===== src/rtl/websocket_frame_parser_assert.svh =====
// Assertion macros shared by the websocket frame parser RTL.
// Each macro places one labelled concurrent assertion, clocked on the rising
// edge and held off while the active-low reset is asserted.
`ifndef WEBSOCKET_FRAME_PARSER_ASSERT_SVH
`define WEBSOCKET_FRAME_PARSER_ASSERT_SVH

// Condition must hold in the same cycle as the trigger.
`define WFP_ASSERT_SAME(label, clk, rstn, trig, cond) \
    label: assert property (@(posedge clk) disable iff (!(rstn)) (trig) |-> (cond)) \
        else $error("websocket frame parser: same-cycle check failed");

// Condition must hold in the cycle after the trigger.
`define WFP_ASSERT_NEXT(label, clk, rstn, trig, cond) \
    label: assert property (@(posedge clk) disable iff (!(rstn)) (trig) |=> (cond)) \
        else $error("websocket frame parser: next-cycle check failed");

`endif


===== src/rtl/wfp_pkg.sv =====
// ----------------------------------------------------------------------------
// wfp_pkg
// Types and constants shared by the websocket frame parser modules.
// ----------------------------------------------------------------------------
package wfp_pkg;

    // Result kinds
    localparam logic [1:0] KIND_HEADER  = 2'd0;
    localparam logic [1:0] KIND_PAYLOAD = 2'd1;
    localparam logic [1:0] KIND_ERROR   = 2'd2;

    localparam logic [31:0] MAX_PAYLOAD_RESET = 32'd8176;

    // Header byte fields and length codes
    localparam logic [6:0] LEN_CODE_EXT16 = 7'd126;
    localparam logic [6:0] LEN_CODE_EXT64 = 7'd127;
    localparam logic [3:0] EXT16_BYTES    = 4'd2;
    localparam logic [3:0] EXT64_BYTES    = 4'd8;
    localparam logic [2:0] KEY_BYTES      = 3'd4;

    typedef struct packed {
        logic [1:0]  kind;
        logic [3:0]  opcode;
        logic [7:0]  payload_byte;
        logic [31:0] frame_length;
        logic        last;
    } result_t;

    typedef struct packed {
        logic res_valid;
        logic stuck;
    } dec_status_t;

endpackage


===== src/rtl/wfp_in_stage.sv =====
// ----------------------------------------------------------------------------
// wfp_in_stage
// Input register: holds one received byte until the decoder takes it.
// ----------------------------------------------------------------------------
module wfp_in_stage (
    input  logic       aclk,
    input  logic       aresetn,
    input  logic       s_valid,
    output logic       s_ready,
    input  logic [7:0] s_rx_byte,
    input  logic       take,
    output logic       byte_valid,
    output logic [7:0] rx_byte
);

    logic       valid_reg;
    logic [7:0] byte_reg;

    assign s_ready    = !valid_reg || take;
    assign byte_valid = valid_reg;
    assign rx_byte    = byte_reg;

    always_ff @(posedge aclk) begin
        if (!aresetn) begin
            valid_reg <= 1'b0;
        end else if (s_ready) begin
            valid_reg <= s_valid;
        end
    end

    always_ff @(posedge aclk) begin
        if (s_valid && s_ready) begin
            byte_reg <= s_rx_byte;
        end
    end

endmodule


===== src/rtl/wfp_decoder.sv =====
// ----------------------------------------------------------------------------
// wfp_decoder
// Frame state machine: walks header, extended length, mask key and payload,
// one byte per take, and forms the result for that byte.
// ----------------------------------------------------------------------------
module wfp_decoder (
    input  logic                 aclk,
    input  logic                 aresetn,
    input  logic                 cfg_we,
    input  logic [31:0]          cfg_data,
    input  logic                 take,
    input  logic [7:0]           rx_byte,
    output wfp_pkg::result_t     res,
    output wfp_pkg::dec_status_t status
);

    import wfp_pkg::*;

    localparam logic [2:0] PH_BYTE0   = 3'd0;
    localparam logic [2:0] PH_BYTE1   = 3'd1;
    localparam logic [2:0] PH_EXTLEN  = 3'd2;
    localparam logic [2:0] PH_KEY     = 3'd3;
    localparam logic [2:0] PH_PAYLOAD = 3'd4;
    localparam logic [2:0] PH_STUCK   = 3'd5;

    logic [31:0] max_payload_reg;
    logic [2:0]  phase_reg,       phase_next;
    logic [3:0]  opcode_reg,      opcode_next;
    logic        mask_on_reg,     mask_on_next;
    logic [3:0]  len_left_reg,    len_left_next;
    logic [63:0] decl_len_reg,    decl_len_next;
    logic [31:0] key_reg,         key_next;
    logic [2:0]  key_left_reg,    key_left_next;
    logic [31:0] pay_left_reg,    pay_left_next;
    logic [1:0]  key_pos_reg,     key_pos_next;

    logic        res_valid;
    logic        len_done;
    logic        hdr_go;
    logic        over_limit;
    logic        pay_last;
    logic [7:0]  key_byte;
    logic [31:0] hdr_len;

    always_comb begin
        case (key_pos_reg)
            2'd0:    key_byte = key_reg[31:24];
            2'd1:    key_byte = key_reg[23:16];
            2'd2:    key_byte = key_reg[15:8];
            default: key_byte = key_reg[7:0];
        endcase
    end

    always_comb begin
        phase_next    = phase_reg;
        opcode_next   = opcode_reg;
        mask_on_next  = mask_on_reg;
        len_left_next = len_left_reg;
        decl_len_next = decl_len_reg;
        key_next      = key_reg;
        key_left_next = key_left_reg;
        pay_left_next = pay_left_reg;
        key_pos_next  = key_pos_reg;
        res           = '0;
        res.opcode    = opcode_reg;
        res_valid     = 1'b0;
        len_done      = 1'b0;
        hdr_go        = 1'b0;
        pay_last      = (pay_left_reg <= 32'd1);

        case (phase_reg)
            PH_BYTE0: begin
                opcode_next = rx_byte[3:0];
                phase_next  = PH_BYTE1;
            end
            PH_BYTE1: begin
                mask_on_next = rx_byte[7];
                if (rx_byte[6:0] == LEN_CODE_EXT16) begin
                    len_left_next = EXT16_BYTES;
                    decl_len_next = '0;
                    phase_next    = PH_EXTLEN;
                end else if (rx_byte[6:0] == LEN_CODE_EXT64) begin
                    len_left_next = EXT64_BYTES;
                    decl_len_next = '0;
                    phase_next    = PH_EXTLEN;
                end else begin
                    decl_len_next = {57'd0, rx_byte[6:0]};
                    len_done      = 1'b1;
                end
            end
            PH_EXTLEN: begin
                // big-endian: shift in below the bytes already held
                decl_len_next = {decl_len_reg[55:0], rx_byte};
                len_left_next = len_left_reg - 4'd1;
                len_done      = (len_left_next == 4'd0);
            end
            PH_KEY: begin
                key_next      = {key_reg[23:0], rx_byte};
                key_left_next = key_left_reg - 3'd1;
                hdr_go        = (key_left_next == 3'd0);
            end
            PH_PAYLOAD: begin
                key_pos_next     = key_pos_reg + 2'd1;
                pay_left_next    = pay_last ? 32'd0 : pay_left_reg - 32'd1;
                if (pay_last) begin
                    phase_next = PH_BYTE0;
                end
                res_valid        = 1'b1;
                res.kind         = KIND_PAYLOAD;
                res.payload_byte = rx_byte ^ key_byte;
                res.last         = pay_last;
            end
            PH_STUCK: begin
                // drop everything until reset
            end
            default: begin
                phase_next = PH_STUCK;
            end
        endcase

        over_limit = (|decl_len_next[63:32]) || (decl_len_next[31:0] > max_payload_reg);

        if (len_done) begin
            if (over_limit) begin
                phase_next = PH_STUCK;
                res_valid  = 1'b1;
                res.kind   = KIND_ERROR;
                res.last   = 1'b1;
            end else if (mask_on_next) begin
                key_left_next = KEY_BYTES;
                key_next      = '0;
                phase_next    = PH_KEY;
            end else begin
                key_next = '0;
                hdr_go   = 1'b1;
            end
        end

        hdr_len = decl_len_next[31:0];
        if (hdr_go) begin
            pay_left_next    = hdr_len;
            key_pos_next     = 2'd0;
            phase_next       = (hdr_len == 32'd0) ? PH_BYTE0 : PH_PAYLOAD;
            res_valid        = 1'b1;
            res.kind         = KIND_HEADER;
            res.frame_length = hdr_len;
            res.last         = (hdr_len == 32'd0);
        end
    end

    assign status.res_valid = res_valid;
    assign status.stuck     = (phase_reg == PH_STUCK);

    always_ff @(posedge aclk) begin
        if (!aresetn) begin
            max_payload_reg <= MAX_PAYLOAD_RESET;
        end else if (cfg_we) begin
            max_payload_reg <= cfg_data;
        end
    end

    always_ff @(posedge aclk) begin
        if (!aresetn) begin
            phase_reg    <= PH_BYTE0;
            opcode_reg   <= '0;
            mask_on_reg  <= 1'b0;
            len_left_reg <= '0;
            decl_len_reg <= '0;
            key_reg      <= '0;
            key_left_reg <= '0;
            pay_left_reg <= '0;
            key_pos_reg  <= '0;
        end else if (take) begin
            phase_reg    <= phase_next;
            opcode_reg   <= opcode_next;
            mask_on_reg  <= mask_on_next;
            len_left_reg <= len_left_next;
            decl_len_reg <= decl_len_next;
            key_reg      <= key_next;
            key_left_reg <= key_left_next;
            pay_left_reg <= pay_left_next;
            key_pos_reg  <= key_pos_next;
        end
    end

endmodule


===== src/rtl/wfp_out_stage.sv =====
// ----------------------------------------------------------------------------
// wfp_out_stage
// Result register: holds one result item until the receiver takes it.
// ----------------------------------------------------------------------------
module wfp_out_stage (
    input  logic             aclk,
    input  logic             aresetn,
    input  logic             load,
    input  wfp_pkg::result_t res_in,
    output logic             can_take,
    output logic             m_valid,
    input  logic             m_ready,
    output wfp_pkg::result_t res_out
);

    import wfp_pkg::*;

    logic    valid_reg;
    result_t res_reg;

    assign can_take = !valid_reg || m_ready;
    assign m_valid  = valid_reg;
    assign res_out  = res_reg;

    always_ff @(posedge aclk) begin
        if (!aresetn) begin
            valid_reg <= 1'b0;
        end else if (load) begin
            valid_reg <= 1'b1;
        end else if (m_ready) begin
            valid_reg <= 1'b0;
        end
    end

    always_ff @(posedge aclk) begin
        if (load) begin
            res_reg <= res_in;
        end
    end

endmodule


===== src/rtl/websocket_frame_parser.sv =====
// ----------------------------------------------------------------------------
// websocket_frame_parser
// Receive-side WebSocket frame decoder, one byte per item.
// ----------------------------------------------------------------------------
// Bytes of the frame stream enter on the s_ channel (s_valid / s_ready,
// s_rx_byte). Each accepted byte yields at most one result on the m_ channel:
// a header (opcode, frame length) once the length and any mask key are in,
// one unmasked item per payload byte with m_last on the final one, or a
// single error item when the length exceeds max_payload. After an error
// every byte is dropped until reset.
// The cfg_ channel writes max_payload; write it only while the parser idles.
// Timing: the accepted byte is held in the input register; when the decoder
// takes it, the result register loads any result, and m_valid rises from it.
// Throughput: one byte per cycle while the result register is free or m_ready
// is high; a held result stalls the flow.
// Reset (aresetn, synchronous, active low) returns to the first header byte,
// empties both registers and restores max_payload to 8176.
// While m_ready is low a held result blocks the decoder; at most one more
// byte is taken into the input register, then s_ready drops.
// ----------------------------------------------------------------------------
`include "websocket_frame_parser_assert.svh"

module websocket_frame_parser (
    input  logic        aclk,
    input  logic        aresetn,
    input  logic        s_valid,
    output logic        s_ready,
    input  logic [7:0]  s_rx_byte,
    output logic        m_valid,
    input  logic        m_ready,
    output logic [1:0]  m_kind,
    output logic [3:0]  m_opcode,
    output logic [7:0]  m_payload_byte,
    output logic [31:0] m_frame_length,
    output logic        m_last,
    input  logic        cfg_valid,
    output logic        cfg_ready,
    input  logic [31:0] cfg_max_payload
);

    import wfp_pkg::*;

    logic        byte_valid;
    logic [7:0]  rx_byte;
    logic        take;
    logic        can_take;
    logic        load;
    result_t     dec_res;
    result_t     out_res;
    dec_status_t dec_status;

    assign cfg_ready = 1'b1;
    assign take      = byte_valid && can_take;
    assign load      = take && dec_status.res_valid;

    wfp_in_stage u_in (
        .aclk       (aclk),
        .aresetn    (aresetn),
        .s_valid    (s_valid),
        .s_ready    (s_ready),
        .s_rx_byte  (s_rx_byte),
        .take       (take),
        .byte_valid (byte_valid),
        .rx_byte    (rx_byte)
    );

    wfp_decoder u_dec (
        .aclk     (aclk),
        .aresetn  (aresetn),
        .cfg_we   (cfg_valid && cfg_ready),
        .cfg_data (cfg_max_payload),
        .take     (take),
        .rx_byte  (rx_byte),
        .res      (dec_res),
        .status   (dec_status)
    );

    wfp_out_stage u_out (
        .aclk     (aclk),
        .aresetn  (aresetn),
        .load     (load),
        .res_in   (dec_res),
        .can_take (can_take),
        .m_valid  (m_valid),
        .m_ready  (m_ready),
        .res_out  (out_res)
    );

    assign m_kind         = out_res.kind;
    assign m_opcode       = out_res.opcode;
    assign m_payload_byte = out_res.payload_byte;
    assign m_frame_length = out_res.frame_length;
    assign m_last         = out_res.last;

    `WFP_ASSERT_NEXT(a_stuck_holds, aclk, aresetn, dec_status.stuck, dec_status.stuck)
    `WFP_ASSERT_SAME(a_stuck_silent, aclk, aresetn, dec_status.stuck, !dec_status.res_valid)
    `WFP_ASSERT_SAME(a_error_last, aclk, aresetn, m_valid && (m_kind == KIND_ERROR), m_last && (m_frame_length == 32'd0))
    `WFP_ASSERT_SAME(a_payload_nolen, aclk, aresetn, m_valid && (m_kind == KIND_PAYLOAD), m_frame_length == 32'd0)

endmodule


===== config.mk =====
export PLATFORM = sky130hd
export DESIGN_NAME = websocket_frame_parser
export DESIGN_NICKNAME = d
export VERILOG_FILES = /design/src/rtl/wfp_pkg.sv /design/src/rtl/wfp_in_stage.sv /design/src/rtl/wfp_decoder.sv /design/src/rtl/wfp_out_stage.sv /design/src/rtl/websocket_frame_parser.sv
export VERILOG_INCLUDE_DIRS = /design/src /design/src/rtl
export SDC_FILE = /design/constraint.sdc
export NUM_CORES = 1
export LEC_CHECK = 0
export BUFFER_PORTS_ARGS = -buffer_cell sky130_fd_sc_hd__buf_2
export CAP_MARGIN = 10
export CORE_ASPECT_RATIO = 0.6
export CORE_MARGIN = 5
export CORE_UTILIZATION = 45
export DETAILED_ROUTE_END_ITERATION = 10
export REMOVE_ABC_BUFFERS = 1
export SYNTH_ARGS = -nofsm -noshare
export SYNTH_HDL_FRONTEND = slang
export SYNTH_SLANG_ARGS = --single-unit
export TNS_END_PERCENT = 10

===== constraint.sdc =====
create_clock -name aclk -period 9.43 [get_ports aclk]
set_input_delay 0.4715 -clock aclk [delete_from_list [all_inputs] [get_ports aclk]]
set_output_delay 0.4715 -clock aclk [all_outputs]
set_load 0.02 [all_outputs]

==> impl_metrics.json <==
{
  "drv_slew": 0,
  "io_pins": 95,
  "setup_violations": 0,
  "totalWireLength_mm": 31.2,
  "instances_no_fill": 1522,
  "syn_area_per_cell_um2": 9.58,
  "final_area_um2": 12200,
  "hold_viol": 0,
  "rsz0062_at_grt": "no",
  "grt_max_degree": 86,
  "drtPass1Iterations": 5,
  "numCtsBuffers": 23,
  "clkSinkCount": 234,
  "dr.first_iter.drc_count": 872,
  "finalPower_mw": 2.27,
  "max_cap_violations": 0,
  "worst_pin_slew_ps": 1250,
  "critPathKind": "reg -> reg",
  "grt_pass1_vias": 8305,
  "fin_skew_ps": 17.0,
  "grt_pass1_wl_mm": 48.4,
  "grt_use_total_pct": 22.0,
  "viasPerCell": 5.99,
  "hold_buffers": 0,
  "hold_path_depth": 1,
  "fmax_ghz": 0.189,
  "via_count": 9121,
  "fin_crit_sh_pct": 56.2,
  "whs_ps": 133,
  "ctsResizeCount": 0,
  "htree_levels": 1,
  "drive_gt1_share_pct": 13.1,
  "final_util_pct": 50.8,
  "dieWidth_um": 211,
  "dpl.hpwl_mm": 21.3,
  "synth-edff-count": 55,
  "p_leak_nw": 4.93,
  "hold_class": "in -> reg",
  "worstSkewPairLatency_ps": 530,
  "remaining_drc_errors": 0,
  "outcome": "complete, no violations",
  "die_h_um": 130,
  "core_um2": 24000,
  "setup_tns_ps": 0,
  "overflow": 0,
  "largest_register_ffs": 64,
  "ir_worst_vdd_v": 0.000101,
  "final_nets": 1270,
  "postRouteAntennaNets": 0,
  "initial_core_util_pct": 45.4,
  "synth_cells": 1137,
  "gp_congestion": 0.864,
  "postPlaceCellArea_um2": 11500,
  "synth_seq_cells": 234,
  "end_kind": "register",
  "portBuffers": 93,
  "antenna_found_initial": 1,
  "cts_tree": "yes",
  "cts_setup_buffers": 0,
  "dp_cells": 1480,
  "crit_required_ps": 9580,
  "power_density_nw_per_um2": 186,
  "dpl_worst_slack_ps": 4260,
  "synthesis.area_um2": 10900,
  "seq_area_frac_synth_pct": 48.1,
  "clk_pin_slew_ps": 70,
  "ys.flop_type": "dfxtp_1",
  "synthDistinctLibCells": 67,
  "final.min_clock_period_ps": 5300,
  "wl_per_cell_um": 20.5,
  "die_area_um2": 27500,
  "clockBufferDepth": 3,
  "ys_warn_count": 0,
  "syn2layout_area_growth_pct": 12.1,
  "r2r_cells": 14,
  "synth_async_sr_flop_share_pct": 0,
  "arrival_ps": 5450,
  "row_count": 44,
  "antennaDiodeCount": 0,
  "slew_headroom_pct": 16.5,
  "setup_slack_ps": 4130,
  "crit_path_start_kind": "register",
  "clock-root-buffer": "clkbuf_16",
  "crit_fanout": 40
}
-- cells in the final DEF (no fill, tap or decap), types with 21 or more instances in the layout --
cell         n
inv_1       56
a211oi_1    32
mux2i_1     28
and2_1      29
buf_2       93
clkbuf_16   24
ha_1        42
nor4_1      26
edfxtp_1    55
a22o_1      53
a21oi_1     32
nand2_1     82
o22ai_1     28
o21ai_0     21
nor2_1     134
dfxtp_1    179
a22oi_1     77
-- layer usage --
| layer | vias up | share of wire, % | track usage [%] |
|---|---|---|---|
| met1 | 4370 | 50 | 36.2 |
| met2 | 410 | 38 | 28.7 |
| met4 | 0 | 1.6 | 4.11 |
| met5 | - | 0 | 0 |
| met3 | 41 | 9.6 | 5.37 |
| li1 | 4300 | - | - |
-- synthesized netlist by cell type, types with 17 or more instances --
cell	n	share of area, %
dfxtp_1	179	33
ha_1	42	4.8
nand2_1	82	2.8
clkbuf_1	45	1.6
buf_2	20	0.92
a22o_1	53	4.3
a211oi_1	32	2.2
nor4_1	26	1.5
nand3_1	17	0.78
inv_1	57	2.0
nor2_1	136	4.7
mux2i_1	28	2.6
and2_1	29	1.7
o22ai_1	28	1.6
o21ai_0	21	0.97
edfxtp_1	55	15
a21oi_1	34	1.6
a22oi_1	77	5.3
-- final cells by class --
cell class	instances	area (µm²)
clock buffer	31	637
clock inverter	11	61.3
fill	2262	11800
inverter	58	219
multi-input combinational	761	5090
sequential	234	5240
tap	322	403
timing repair buffer	105	556
-- where the power goes --
part	switching [mW]	internal, mW	total, mW
clock	0.391	0.476	0.867
sequential	0.0148	1.04	1.06
combinational	0.228	0.118	0.346
total	0.634	1.64	2.27
-- worst max-delay path: stages (launching register included) --
cell,delay (ps)
dfxtp_1,500
nor3b_2,280
nor2b_1,350
or2_0,650
a22o_1,410
ha_1,220
nand4_1,90
nor4_1,400
and3_1,250
a21oi_1,90
or3_4,470
o21ai_4,260
o21ai_0,180
inv_2,210
buf_4,510
-- kinds of logic after synthesis --
kind of cell / after synthesis / synth area share (%)
xor gates and xnor gates: 14 / 1.13
and+or+nand+nor: 360 / 15.9
adders and majority gates: 42 / 4.83
other: 1 / 0.0344
AOI/OAI and AO/OA: 316 / 21.9
DFF: 234 / 48.1
buffers and inverters: 142 / 5.57
muxes: 28 / 2.57
-- final timing paths --
kind,slack [ps],endpoint,startpoint
setup / recovery,4130,u_out.res_out[27],u_dec.phase_reg[0]
hold / removal,130,u_in.rx_byte[0],s_rx_byte[0]
setup reg to reg,4130,u_out.res_out[27],u_dec.phase_reg[0]
hold reg to reg,430,u_out.res_out[41],u_dec.opcode_reg[0]
Power figures use the tool's default switching activity.
